==> src/rtl/gated_period_average_meter_unit_assert.svh <==
// Assertion helpers shared by the meter's RTL files.
// Both macros expect clk_i in scope; GPAM_ASSERT also expects rst_ni.
`ifndef GATED_PERIOD_AVERAGE_METER_UNIT_ASSERT_SVH
`define GATED_PERIOD_AVERAGE_METER_UNIT_ASSERT_SVH
`ifndef SYNTHESIS
`define GPAM_ASSERT(lbl, prop, msg) \
  lbl: assert property (@(posedge clk_i) disable iff (!rst_ni) prop) else $error(msg);
`define GPAM_ASSERT_ALWAYS(lbl, prop, msg) \
  lbl: assert property (@(posedge clk_i) prop) else $error(msg);
`else
`define GPAM_ASSERT(lbl, prop, msg)
`define GPAM_ASSERT_ALWAYS(lbl, prop, msg)
`endif
`endif

==> src/rtl/gpam_pkg.sv <==
`default_nettype none

package gpam_pkg;

  localparam int unsigned VAL_W    = 8;
  localparam int unsigned OUT_W    = 40;
  localparam int unsigned CFG_IDX_W = 8;

  localparam logic [CFG_IDX_W-1:0] REG_WINDOW_TICKS = 8'd0;
  localparam logic [CFG_IDX_W-1:0] REG_MIN_CAPTURE  = 8'd1;

  localparam logic [VAL_W-1:0] WINDOW_TICKS_RST = 8'd20;
  localparam logic [VAL_W-1:0] MIN_CAPTURE_RST  = 8'd1;
  localparam int unsigned      BASE_COUNT_RST   = 1;
  localparam int unsigned      BASE_SUM_RST     = 50;

  localparam logic FUNC_CAPTURE = 1'b0;
  localparam logic FUNC_TICK    = 1'b1;

  typedef enum logic [1:0] {
    S_IDLE,
    S_DIV,
    S_DONE
  } gpam_state_e;

  typedef struct packed {
    logic accept;
    logic div_step;
    logic load;
  } gpam_cmd_t;

  typedef struct packed {
    logic close;
    logic div_last;
    logic out_free;
  } gpam_sts_t;

endpackage

`default_nettype wire

==> src/rtl/gpam_intf.sv <==
`default_nettype none

interface gpam_evt_if import gpam_pkg::*; ();
  logic             valid;
  logic             ready;
  logic             func;
  logic [VAL_W-1:0] capture_value;
  logic             calibrate_request;

  modport source (output valid, func, capture_value, calibrate_request, input ready);
  modport sink   (input valid, func, capture_value, calibrate_request, output ready);
endinterface

interface gpam_res_if import gpam_pkg::*; ();
  logic                    valid;
  logic                    ready;
  logic signed [OUT_W-1:0] ratio_value;
  logic                    divide_by_zero;

  modport source (output valid, ratio_value, divide_by_zero, input ready);
  modport sink   (input valid, ratio_value, divide_by_zero, output ready);
endinterface

interface gpam_cfg_if import gpam_pkg::*; ();
  logic                 valid;
  logic                 ready;
  logic [CFG_IDX_W-1:0] index;
  logic [VAL_W-1:0]     data;

  modport source (output valid, index, data, input ready);
  modport sink   (input valid, index, data, output ready);
endinterface

`default_nettype wire

==> src/rtl/gpam_ctrl.sv <==
`default_nettype none
`include "gated_period_average_meter_unit_assert.svh"

module gpam_ctrl import gpam_pkg::*; (
  input  wire logic      clk_i,
  input  wire logic      rst_ni,
  input  wire logic      evt_valid_i,
  output logic           evt_ready_o,
  input  wire gpam_sts_t sts_i,
  output gpam_cmd_t      cmd_o
);

  gpam_state_e state_q, state_d;

  always_ff @(posedge clk_i or negedge rst_ni) begin
    if (!rst_ni) begin
      state_q <= S_IDLE;
    end else begin
      state_q <= state_d;
    end
  end

  always_comb begin
    state_d = state_q;
    unique case (state_q)
      S_IDLE: begin
        if (evt_valid_i && sts_i.close) begin
          state_d = S_DIV;
        end
      end
      S_DIV: begin
        if (sts_i.div_last) begin
          state_d = S_DONE;
        end
      end
      S_DONE: begin
        if (sts_i.out_free) begin
          state_d = S_IDLE;
        end
      end
      default: state_d = S_IDLE;
    endcase
  end

  always_comb begin
    evt_ready_o     = 1'b0;
    cmd_o           = '0;
    unique case (state_q)
      S_IDLE: begin
        evt_ready_o  = 1'b1;
        cmd_o.accept = evt_valid_i;
      end
      S_DIV: begin
        cmd_o.div_step = 1'b1;
      end
      S_DONE: begin
        cmd_o.load = sts_i.out_free;
      end
      default: begin
        evt_ready_o = 1'b0;
      end
    endcase
  end

  `GPAM_ASSERT(a_close_starts_div, (cmd_o.accept && sts_i.close) |=> (state_q == S_DIV), "closing word did not start the divider")
  `GPAM_ASSERT(a_div_ends, (state_q == S_DIV && sts_i.div_last) |=> (state_q == S_DONE), "divider did not finish")
  `GPAM_ASSERT(a_no_accept_busy, (state_q != S_IDLE) |-> (!cmd_o.accept && !evt_ready_o), "word taken while busy")

endmodule

`default_nettype wire

==> src/rtl/gpam_dp.sv <==
`default_nettype none
`include "gated_period_average_meter_unit_assert.svh"

module gpam_dp import gpam_pkg::*; #(
  parameter int unsigned COUNT_WIDTH = 16,
  parameter int unsigned SUM_WIDTH   = 32,
  parameter int unsigned FRAC_BITS   = 8
) (
  input  wire logic                    clk_i,
  input  wire logic                    rst_ni,
  input  wire gpam_cmd_t               cmd_i,
  output gpam_sts_t                    sts_o,
  input  wire logic                    evt_func_i,
  input  wire logic [VAL_W-1:0]        evt_capture_value_i,
  input  wire logic                    evt_calibrate_request_i,
  input  wire logic                    cfg_we_i,
  input  wire logic [CFG_IDX_W-1:0]    cfg_index_i,
  input  wire logic [VAL_W-1:0]        cfg_data_i,
  output logic                         res_valid_o,
  input  wire logic                    res_ready_i,
  output logic signed [OUT_W-1:0]      res_ratio_value_o,
  output logic                         res_divide_by_zero_o
);

  localparam int unsigned CW     = COUNT_WIDTH;
  localparam int unsigned SW     = SUM_WIDTH;
  localparam int unsigned NUM_W  = SUM_WIDTH + FRAC_BITS;
  localparam int unsigned STEP_W = $clog2(NUM_W + 1);
  localparam int unsigned QEXT_W = (NUM_W > OUT_W) ? NUM_W : OUT_W;

  localparam logic [QEXT_W-1:0] POS_MAX = QEXT_W'({1'b0, {(OUT_W-1){1'b1}}});
  localparam logic [QEXT_W-1:0] NEG_MAX = QEXT_W'({1'b1, {(OUT_W-1){1'b0}}});

  logic [VAL_W-1:0]  window_ticks_q, min_capture_q;
  logic [CW-1:0]     count_q, count_d, base_count_q, base_count_d;
  logic [SW-1:0]     sum_q, sum_d, base_sum_q, base_sum_d;
  logic [VAL_W-1:0]  tick_q, tick_d;
  logic [NUM_W-1:0]  num_q, num_d;
  logic [CW-1:0]     den_q, den_d, rem_q, rem_d;
  logic [STEP_W-1:0] step_q, step_d;
  logic              neg_q, neg_d, dbz_q, dbz_d;
  logic              out_valid_q, out_valid_d;
  logic signed [OUT_W-1:0] out_ratio_q, out_ratio_d;
  logic              out_dbz_q, out_dbz_d;

  logic [SW:0]       sum_add;
  logic [SW-1:0]     bsum_eff, s_ab, s_ba, smag;
  logic [CW-1:0]     bcnt_eff, c_ab, c_ba, cmag;
  logic              sneg, cneg;
  logic [CW:0]       trial;
  logic              ge;
  logic [QEXT_W-1:0] q_ext, q_sat;

  always_ff @(posedge clk_i or negedge rst_ni) begin
    if (!rst_ni) begin
      window_ticks_q <= WINDOW_TICKS_RST;
      min_capture_q  <= MIN_CAPTURE_RST;
    end else if (cfg_we_i) begin
      unique case (cfg_index_i)
        REG_WINDOW_TICKS: window_ticks_q <= cfg_data_i;
        REG_MIN_CAPTURE:  min_capture_q  <= cfg_data_i;
        default: ;
      endcase
    end
  end

  assign sts_o.close    = (evt_func_i == FUNC_TICK) && (tick_q == window_ticks_q);
  assign sts_o.div_last = (step_q == STEP_W'(NUM_W - 1));
  assign sts_o.out_free = !out_valid_q || res_ready_i;

  assign sum_add  = {1'b0, sum_q} + (SW+1)'(evt_capture_value_i);
  assign bsum_eff = evt_calibrate_request_i ? sum_q : base_sum_q;
  assign bcnt_eff = evt_calibrate_request_i ? count_q : base_count_q;
  assign s_ab     = sum_q - bsum_eff;
  assign s_ba     = bsum_eff - sum_q;
  assign sneg     = sum_q < bsum_eff;
  assign smag     = sneg ? s_ba : s_ab;
  assign c_ab     = count_q - bcnt_eff;
  assign c_ba     = bcnt_eff - count_q;
  assign cneg     = count_q < bcnt_eff;
  assign cmag     = cneg ? c_ba : c_ab;

  assign trial = {rem_q, num_q[NUM_W-1]};
  assign ge    = trial >= {1'b0, den_q};

  assign q_ext = QEXT_W'(num_q);

  always_comb begin
    count_d      = count_q;
    sum_d        = sum_q;
    base_count_d = base_count_q;
    base_sum_d   = base_sum_q;
    tick_d       = tick_q;
    num_d        = num_q;
    den_d        = den_q;
    rem_d        = rem_q;
    step_d       = step_q;
    neg_d        = neg_q;
    dbz_d        = dbz_q;
    if (cmd_i.accept) begin
      if (evt_func_i == FUNC_CAPTURE) begin
        if (evt_capture_value_i > min_capture_q) begin
          if (count_q != '1) begin
            count_d = count_q + 1'b1;
          end
          sum_d = sum_add[SW] ? '1 : sum_add[SW-1:0];
        end
      end else if (!sts_o.close) begin
        tick_d = tick_q + 1'b1;
      end else begin
        if (evt_calibrate_request_i) begin
          base_count_d = count_q;
          base_sum_d   = sum_q;
        end
        num_d   = NUM_W'(smag) << FRAC_BITS;
        den_d   = cmag;
        rem_d   = '0;
        step_d  = '0;
        neg_d   = sneg ^ cneg;
        dbz_d   = (cmag == '0);
        count_d = '0;
        sum_d   = '0;
        tick_d  = '0;
      end
    end else if (cmd_i.div_step) begin
      rem_d  = ge ? CW'(trial - {1'b0, den_q}) : trial[CW-1:0];
      num_d  = {num_q[NUM_W-2:0], ge};
      step_d = step_q + 1'b1;
    end
  end

  always_comb begin
    q_sat = '0;
    if (neg_q && q_ext != '0) begin
      q_sat = (q_ext > NEG_MAX) ? NEG_MAX : q_ext;
    end else begin
      q_sat = (q_ext > POS_MAX) ? POS_MAX : q_ext;
    end
  end

  always_comb begin
    out_valid_d = out_valid_q;
    out_ratio_d = out_ratio_q;
    out_dbz_d   = out_dbz_q;
    if (cmd_i.load) begin
      out_valid_d = 1'b1;
      out_dbz_d   = dbz_q;
      if (dbz_q) begin
        out_ratio_d = '0;
      end else if (neg_q) begin
        out_ratio_d = OUT_W'(-q_sat);
      end else begin
        out_ratio_d = OUT_W'(q_sat);
      end
    end else if (res_ready_i) begin
      out_valid_d = 1'b0;
    end
  end

  always_ff @(posedge clk_i or negedge rst_ni) begin
    if (!rst_ni) begin
      count_q      <= '0;
      sum_q        <= '0;
      base_count_q <= CW'(BASE_COUNT_RST);
      base_sum_q   <= SW'(BASE_SUM_RST);
      tick_q       <= '0;
      step_q       <= '0;
      out_valid_q  <= 1'b0;
    end else begin
      count_q      <= count_d;
      sum_q        <= sum_d;
      base_count_q <= base_count_d;
      base_sum_q   <= base_sum_d;
      tick_q       <= tick_d;
      step_q       <= step_d;
      out_valid_q  <= out_valid_d;
    end
  end

  always_ff @(posedge clk_i) begin
    num_q       <= num_d;
    den_q       <= den_d;
    rem_q       <= rem_d;
    neg_q       <= neg_d;
    dbz_q       <= dbz_d;
    out_ratio_q <= out_ratio_d;
    out_dbz_q   <= out_dbz_d;
  end

  assign res_valid_o          = out_valid_q;
  assign res_ratio_value_o    = out_ratio_q;
  assign res_divide_by_zero_o = out_dbz_q;

  `GPAM_ASSERT(a_valid_from_load, $rose(out_valid_q) |-> $past(cmd_i.load), "result shown without a load")
  `GPAM_ASSERT(a_dbz_zero, (out_valid_q && out_dbz_q) |-> (out_ratio_q == '0), "zero divisor with nonzero ratio")
  `GPAM_ASSERT_ALWAYS(a_reset_idle, !rst_ni |-> !out_valid_q, "result valid in reset")

endmodule

`default_nettype wire

==> src/rtl/gated_period_average_meter_unit.sv <==
`default_nettype none

// Gated period average meter. Capture words (func 0) above min_capture add to
// a saturating count and period sum; gate ticks (func 1) advance the window,
// and the tick after window_ticks ticks closes it and yields one result:
// (sum - baseline sum) * 2^FRAC_BITS / (count - baseline count), signed,
// saturated to 40 bits, or a divide-by-zero flag. Capture words and ticks that
// do not close the window are taken back to back. A closing tick starts the
// restoring divider, which retires one quotient bit per cycle, and the input
// stays held off until the result sits in the output register. If that
// register is still full, the block waits for it to drain. Configuration
// writes are taken every cycle.
module gated_period_average_meter_unit import gpam_pkg::*; #(
  parameter int unsigned COUNT_WIDTH = 16,
  parameter int unsigned SUM_WIDTH   = 32,
  parameter int unsigned FRAC_BITS   = 8
) (
  input  wire logic    clk_i,
  input  wire logic    rst_ni,
  gpam_evt_if.sink     evt_i,
  gpam_cfg_if.sink     cfg_i,
  gpam_res_if.source   res_o
);

  gpam_cmd_t cmd;
  gpam_sts_t sts;
  logic      evt_ready;

  assign evt_i.ready = evt_ready;
  assign cfg_i.ready = 1'b1;

  gpam_ctrl u_ctrl (
    .clk_i       (clk_i),
    .rst_ni      (rst_ni),
    .evt_valid_i (evt_i.valid),
    .evt_ready_o (evt_ready),
    .sts_i       (sts),
    .cmd_o       (cmd)
  );

  gpam_dp #(
    .COUNT_WIDTH (COUNT_WIDTH),
    .SUM_WIDTH   (SUM_WIDTH),
    .FRAC_BITS   (FRAC_BITS)
  ) u_dp (
    .clk_i                   (clk_i),
    .rst_ni                  (rst_ni),
    .cmd_i                   (cmd),
    .sts_o                   (sts),
    .evt_func_i              (evt_i.func),
    .evt_capture_value_i     (evt_i.capture_value),
    .evt_calibrate_request_i (evt_i.calibrate_request),
    .cfg_we_i                (cfg_i.valid),
    .cfg_index_i             (cfg_i.index),
    .cfg_data_i              (cfg_i.data),
    .res_valid_o             (res_o.valid),
    .res_ready_i             (res_o.ready),
    .res_ratio_value_o       (res_o.ratio_value),
    .res_divide_by_zero_o    (res_o.divide_by_zero)
  );

endmodule

`default_nettype wire
==> src/flat_wrapper.sv <==
// flat-port wrapper written by rule: the top's interface ports become plain ports
module gated_period_average_meter_unit_flat import gpam_pkg::*;
#(
  parameter int unsigned COUNT_WIDTH = 16,
  parameter int unsigned SUM_WIDTH   = 32,
  parameter int unsigned FRAC_BITS   = 8
)
  (clk_i, rst_ni, evt_i_valid, evt_i_func, evt_i_capture_value, evt_i_calibrate_request, evt_i_ready, cfg_i_valid, cfg_i_index, cfg_i_data, cfg_i_ready, res_o_valid, res_o_ratio_value, res_o_divide_by_zero, res_o_ready);
  gpam_evt_if evt_i_i ();
  gpam_cfg_if cfg_i_i ();
  gpam_res_if res_o_i ();
  input  wire logic clk_i;
  input  wire logic rst_ni;
  input wire logic [$bits(evt_i_i.valid)-1:0] evt_i_valid;
  input wire logic [$bits(evt_i_i.func)-1:0] evt_i_func;
  input wire logic [$bits(evt_i_i.capture_value)-1:0] evt_i_capture_value;
  input wire logic [$bits(evt_i_i.calibrate_request)-1:0] evt_i_calibrate_request;
  output wire logic [$bits(evt_i_i.ready)-1:0] evt_i_ready;
  input wire logic [$bits(cfg_i_i.valid)-1:0] cfg_i_valid;
  input wire logic [$bits(cfg_i_i.index)-1:0] cfg_i_index;
  input wire logic [$bits(cfg_i_i.data)-1:0] cfg_i_data;
  output wire logic [$bits(cfg_i_i.ready)-1:0] cfg_i_ready;
  output wire logic [$bits(res_o_i.valid)-1:0] res_o_valid;
  output wire logic [$bits(res_o_i.ratio_value)-1:0] res_o_ratio_value;
  output wire logic [$bits(res_o_i.divide_by_zero)-1:0] res_o_divide_by_zero;
  input wire logic [$bits(res_o_i.ready)-1:0] res_o_ready;
  assign evt_i_i.valid = evt_i_valid;
  assign evt_i_i.func = evt_i_func;
  assign evt_i_i.capture_value = evt_i_capture_value;
  assign evt_i_i.calibrate_request = evt_i_calibrate_request;
  assign evt_i_ready = evt_i_i.ready;
  assign cfg_i_i.valid = cfg_i_valid;
  assign cfg_i_i.index = cfg_i_index;
  assign cfg_i_i.data = cfg_i_data;
  assign cfg_i_ready = cfg_i_i.ready;
  assign res_o_valid = res_o_i.valid;
  assign res_o_ratio_value = res_o_i.ratio_value;
  assign res_o_divide_by_zero = res_o_i.divide_by_zero;
  assign res_o_i.ready = res_o_ready;
  gated_period_average_meter_unit #(.COUNT_WIDTH(COUNT_WIDTH), .SUM_WIDTH(SUM_WIDTH), .FRAC_BITS(FRAC_BITS)) u_core (.clk_i(clk_i), .rst_ni(rst_ni), .evt_i(evt_i_i), .cfg_i(cfg_i_i), .res_o(res_o_i));
endmodule
==> config.mk <==
export PLATFORM = sky130hd
export DESIGN_NAME = gated_period_average_meter_unit_flat
export DESIGN_NICKNAME = d
export VERILOG_FILES = /design/src/rtl/gpam_pkg.sv /design/src/rtl/gpam_intf.sv /design/src/rtl/gpam_ctrl.sv /design/src/rtl/gpam_dp.sv /design/src/rtl/gated_period_average_meter_unit.sv /design/src/flat_wrapper.sv
export VERILOG_INCLUDE_DIRS = /design/src /design/src/rtl
export SDC_FILE = /design/constraint.sdc
export NUM_CORES = 1
export LEC_CHECK = 0
export CORE_MARGIN = 10
export CORE_UTILIZATION = 64
export DETAILED_ROUTE_END_ITERATION = 6
export DONT_BUFFER_PORTS = 1
export GPL_TIMING_DRIVEN = 0
export PLACE_DENSITY_LB_ADDON = 0.15
export SETUP_SLACK_MARGIN = 0.1
export SLEW_MARGIN = 20
export SYNTH_ARGS = -nofsm -noshare
export SYNTH_HDL_FRONTEND = slang
export SYNTH_SLANG_ARGS = --single-unit
==> constraint.sdc <==
create_clock -name clk_i -period 4.8 [get_ports clk_i]
set_input_delay 0.96 -clock clk_i [delete_from_list [all_inputs] [get_ports clk_i]]
set_output_delay 0.96 -clock clk_i [all_outputs]
set_load 0.005 [all_outputs]
Yosys cells after proc, flatten, opt, wreduce, memory -nomap -nowiden
Index checks and enable logic that the tools add are counted.
Widths: inputs -> output; s select.
Word-level totals
  logic and storage cells: 106
  register bits: 244
Cells by class
  order comparisons: 6
  muxes and demuxes: 39
  $add $sub $neg: 10
  reduce and logical (&&, ||, !) cells: 21
  bitwise operators: 1
  eq/ne operators: 12
Operators by type and width (count)
  $mux 40: 8
  $mux 32: 6
  $mux 16: 10
  $sub 32x32->32: 2
  $sub 16x16->16: 3
  $gt 40x39->1 const B: 1
  $gt 40x40->1 const B: 1
  $neg 40->40: 1
  $reduce_bool 40->1: 1
  $add 32x8->33: 1
  $lt 32x32->1: 1
  $mux 6: 4
  $ge 17x16->1: 1
  $add 16x1->16 const B: 1
  $logic_not 16->1: 1
  $lt 16x16->1: 1
  $ne 16x16->1 const B: 1
  $reduce_and 3->1: 4
  $add 8x1->8 const B: 1
  $eq 8x1->1 const B: 1
  $eq 8x8->1: 1
  $gt 8x8->1: 1
  $logic_not 8->1: 1
  $mux 8: 1
  other kinds (17): 35

Longest topological paths before layout
  word-level depth: 6
  mapped depth: 19

Cells and area by module
From an unflattened synthesis, not the netlist that was laid out.
Unflattened totals
  cells, all modules: 2040
  area, all modules: 18038.6 µm²
By module, submodules not included
  gpam_dp: cells an instance 2026, area each 17913.4 µm², seq. area each 6640.1 µm², instances 1
  gpam_ctrl: cells an instance 12, area each 113.9 µm², seq. area each 50.0 µm², instances 1
  gated_period_average_meter_unit: cells an instance 2, area each 11.3 µm², seq. area each 0.0 µm², instances 1

Worst setup path after synthesis
No wires, ideal clock.
  path type: input port to flip-flop
  from: input evt_i_calibrate_request
  to: register u_core.u_dp.num_q[38] (data pin)
  library setup time: 268 ps
  required time: 4532 ps
  setup slack: -269 ps
  stages: 19
  data arrival time: 4800 ps
  cells stage by stage: clkbuf_1 buf_1 buf_1 mux2i_1 inv_1 ha_1 clkbuf_1 and4_1 nand2_1 nor2_1 o21ai_0 o21bai_1 buf_2 buf_2 mux2i_1 o31ai_1 a41oi_1 xor2_1 o21ai_0
Between the ends
  word-level cells in the longest chain between the ends: 6
RTL lines
  from (decl): line flat_wrapper.sv:17  | input wire logic [$bits(evt_i_i.calibrate_request)-1:0] evt_i_calibrate_request;
  $mux 32 (*)
  net u_core.u_dp.bsum_eff[22]: line gpam_dp.sv:47  | logic [SW-1:0] bsum_eff, s_ab, s_ba, smag;
  $sub 32x32->32 (tied with other cells): line gpam_dp.sv:74  | assign s_ab = sum_q - bsum_eff;
  $mux 32 (*): line gpam_dp.sv:77  | assign smag = sneg ? s_ba : s_ab;
  $mux 40 (*): line gpam_dp.sv:108  | end else if (!sts_o.close) begin
  $mux 40 (*): line gpam_dp.sv:101  | if (evt_func_i == FUNC_CAPTURE) begin
  $mux 40 (*): line gpam_dp.sv:100  | if (cmd_i.accept) begin
  net u_core.u_dp.num_d[38]: line gpam_dp.sv:38  | logic [NUM_W-1:0] num_q, num_d;
  to (signal assigned): line gpam_dp.sv:181  | num_q <= num_d;
  to (decl): line gpam_dp.sv:38
The timed path passes the listed nets; every way through them passes the cells marked *. The select of a mux whose other input is x is not followed.
A chain may end at the register's enable or synchronous reset.

Worst setup path after layout
  from: input evt_i_calibrate_request
  to: register u_core.u_dp.num_q[35] (data pin)
Between the ends
  word-level cells in the longest chain between the ends: 6
RTL lines
  $mux 32
  net u_core.u_dp.bsum_eff[29]: line gpam_dp.sv:47
  $lt 32x32->1: line gpam_dp.sv:76  | assign sneg = sum_q < bsum_eff;
  $mux 32: line gpam_dp.sv:77
  $mux 40: line gpam_dp.sv:108
  $mux 40: line gpam_dp.sv:101
  $mux 40: line gpam_dp.sv:100
  net u_core.u_dp.num_d[35]: line gpam_dp.sv:38
The timed path passes the listed nets, and every way through them passes these cells. The select of a mux whose other input is x is not followed.

==> out/results.ini <==
[outcome]
status = finished, violations left
violations = design-rule violations

[worst_setup_path]
rr_worst_depth = 16
crit_buf_inv = 8
required_ns = 5.07
critPathMaxFanout = 10
cpPeakStageDelay_ns = 0.32
r2r_end = u_core.u_dp.rem_q[8]
crit_type = in -> reg
startpoint_type = input pin
worstPathArrival_ns = 4.78
crit_slowest_cell = buf_2
r2r_setup_slack_ns = 0.48
endpoint_kind = flip-flop
r2r-start = u_core.u_dp.num_q[39]
path_delay_family = buffers and inverters
crit_chain = clkbuf_1, buf_6, buf_8, mux2i_2, inv_1, ha_1, clkbuf_2, and3_1, nor2_1, o2bb2ai_1, a31oi_1, o21bai_2, buf_4, buf_4, buf_2, o211ai_1, o21ai_0, xnor2_1, o21ai_0

[synthesis]
yosysWarnings = 0
synthCells = 2017
synth.cell_area_sq_um = 17900
synthFlopType = dfrtp_1
synth-edff-count = 115
ys_ff_latch = 244
synth_area_leaders = edfxtp_1 19%, dfrtp_1 17%, ha_1 9.1%, o21ai_0 4.7%, mux2i_1 4.4%
yosys.area.top_type_share = 0.193
ys_async_sr_fraction = 0.529
syn_avg_cell_area_sq_um = 8.86
syn_nets = 2184
synth_cell_type_count = 84
yosysTopAreaCell = edfxtp_1
yosysSeqAreaShare = 0.374

[global_routing]
grt_pass1_vias = 14912
grt_remaining_overflow = 0
grt_max_degree = 130
grt_usage = 0.268
grt_pass1_wl_microns = 78400
antenna_found_initial = 0

[clocking]
clock-sinks = 244
cts_buffers = 27
cts_buffer_depth = 3
insertion_delay_ns = 0.55
clkTransAtPathRegs_ns = 0.06
htree_num_levels = 1
cts-root-buf = clkbuf_16
holdBufCountCts = 0
cts_tree = yes

[routing]
vias = 15487
dr.pass1.iters = 7
wl_per_cell_microns = 19.9
drt_iter0_markers = 1838
viasPerCell = 6.32
drc = 1
wl_microns = 48700
ant_nets = 0

[layout]
final_layout_size_suffix_gt1_frac = 0.0815
final_nets = 2219
area_growth_pct = 9.41
finalInstanceArea_sq_um = 19600
diodes = 0

[placed_design]
post-place-ws_ns = -1.17
gp_congestion = 0.969
postPlaceCellArea_sq_um = 18400
dp_hpwl_microns = 37300
io_buffer_count = 0

[power]
power.leakage_uw = 0.00869
swShare = 0.460
vdd_drop_max_mv = 0.612
combPwrFrac = 0.612
power.density_nw_per_um2 = 771
total_power_uw = 15100
seq_power_share = 0.244
clockPowerShare = 0.145
p_int_uw = 8150
power_switching_uw = 6940

[sta]
fin_crit_sh = 0.938
max_freq_mhz = 222
slew_violations = 0
min_period_ns = 4.50
worst_slew_pin_slew_ns = 1.13
skew_ns = 0.0148
rsz0062_at_grt = true
hold_viol_final = 0
setup_viol = 0
fin_ws_ns = 0.297
slew_headroom = 0.240

[floorplanning]
die_x_microns = 187
initial_utilization = 0.645
die_h_microns = 187
ios = 75
dieArea_sq_um = 35000
rows = 61
core-area_sq_um = 27700

[flow_run]
max_cap_violations = 0

[worst_hold_path]
hold_class = in -> async

-- stage by stage --
step           TNS [ns]  cells   util  hold slack, ns
2_1_floorplan         0   2017      -           0.449
3_3_place_gp     -27.56   2395  0.663           0.462
3_5_place_dp     -29.11   2397  0.665           0.470
4_1_cts               0   2446  0.701          0.0969
5_1_grt               0   2451  0.706          0.0894
6_report              0   2451  0.706           0.104
-- cell usage in the layout, fill, tap and decap left out, drive strengths merged, types with 10 or more instances in the layout --
cell	n
inv	154
ha	130
dfrtp	122
and3	15
a221oi	14
nor2	134
o21a	15
mux2i	78
a21oi	133
buf	33
a211oi	34
nand2b	19
a31oi	18
or3	11
mux2	27
o211ai	11
nand3b	10
xor2	37
a21o	32
clkbuf	109
nand4	29
edfxtp	115
o31ai	26
nor4	24
and2	15
nand3	66
nor2b	21
o21ai	171
nand2	210
nor3	41
xnor2	58
o21bai	24
-- state kept, by name, indices dropped and copies added, names as in the netlist, 2 cells and up --
name                           count
u_core.u_ctrl.state_q              2
u_core.u_dp.base_count_q          16
u_core.u_dp.base_sum_q            32
u_core.u_dp.count_q               16
u_core.u_dp.den_q                 16
u_core.u_dp.min_capture_q          8
u_core.u_dp.num_q                 40
u_core.u_dp.rem_q                 16
u_core.u_dp.res_ratio_value_o     40
u_core.u_dp.step_q                 6
u_core.u_dp.sum_q                 32
u_core.u_dp.tick_q                 8
u_core.u_dp.window_ticks_q         8
-- synth_stat cells (all sizes together) (41+ instances only) --
cell type  count
nand2        210
o21ai        171
inv          149
nor2         134
a21oi        133
ha           130
dfrtp        122
edfxtp       115
clkbuf        79
mux2i         78
nand3         66
xnor2         58
nor3          41
-- logic make-up after synthesis --
| family | after synthesis | share of synthesized area |
|---|---|---|
| adder cells (fa/ha/maj) | 136 | 0.0977 |
| AND/OR/NAND/NOR | 627 | 0.169 |
| AO/OA/AOI/OAI | 555 | 0.196 |
| other | 1 | 0.000210 |
| flip-flops | 244 | 0.374 |
| multiplexers | 105 | 0.0607 |
| XOR/XNOR | 95 | 0.0465 |
| buffers and inverters | 254 | 0.0554 |
-- metal layers --
metal / up-vias / GRT usage / share of wire
li1: 7365 / - / -
met1: 7353 / 0.358 / 0.44
met2: 657 / 0.430 / 0.45
met3: 112 / 0.0494 / 0.074
met4: 0 / 0.0890 / 0.032
met5: - / 0 / 0
-- what timing repair did --
action                     4_1_cts  5_1_grt
resized for setup               18       35
setup buffers                    1        6
setup endpoints to repair       45       41
pin swaps                        1        0
-- how the worst max path moves through the flow --
stage | from | end | slack, ns | cells past startpoint
after floorplan | evt_i_calibrate_request | u_core.u_dp.num_q[38] | 0.12 | 17
after global placement | evt_i_calibrate_request | u_core.u_dp.num_q[35] | -1.12 | 18
after detailed placement | evt_i_calibrate_request | u_core.u_dp.num_q[35] | -1.17 | 18
after CTS | evt_i_calibrate_request | u_core.u_dp.num_q[35] | 0.09 | 19
after global routing | evt_i_calibrate_request | u_core.u_dp.num_q[38] | 0.03 | 19
final | evt_i_calibrate_request | u_core.u_dp.num_q[35] | 0.30 | 19
-- power by group through the flow --
stage | Sequential, uW | Clock (uW) | Combinational [uW]
after floorplan | 3490 | 0 | 6760
after detailed placement | 3680 | 0 | 8830
after global placement | 3670 | 0 | 8600
after CTS | 3650 | 2200 | 8990
final | 3680 | 2180 | 9230
after global routing | 3750 | 2300 | 10100
-- final cells by class --
cell class                 instances  area (sq um)
multi-input combinational       1519         10300
fill                            2185          8140
sequential                       244          6690
clock buffer                      32           734
inverter                         150           563
buffer                           101           477
tap                              378           473
clock inverter                    18           220
timing repair buffer               9           100
Power figures use the tool's default switching activity.
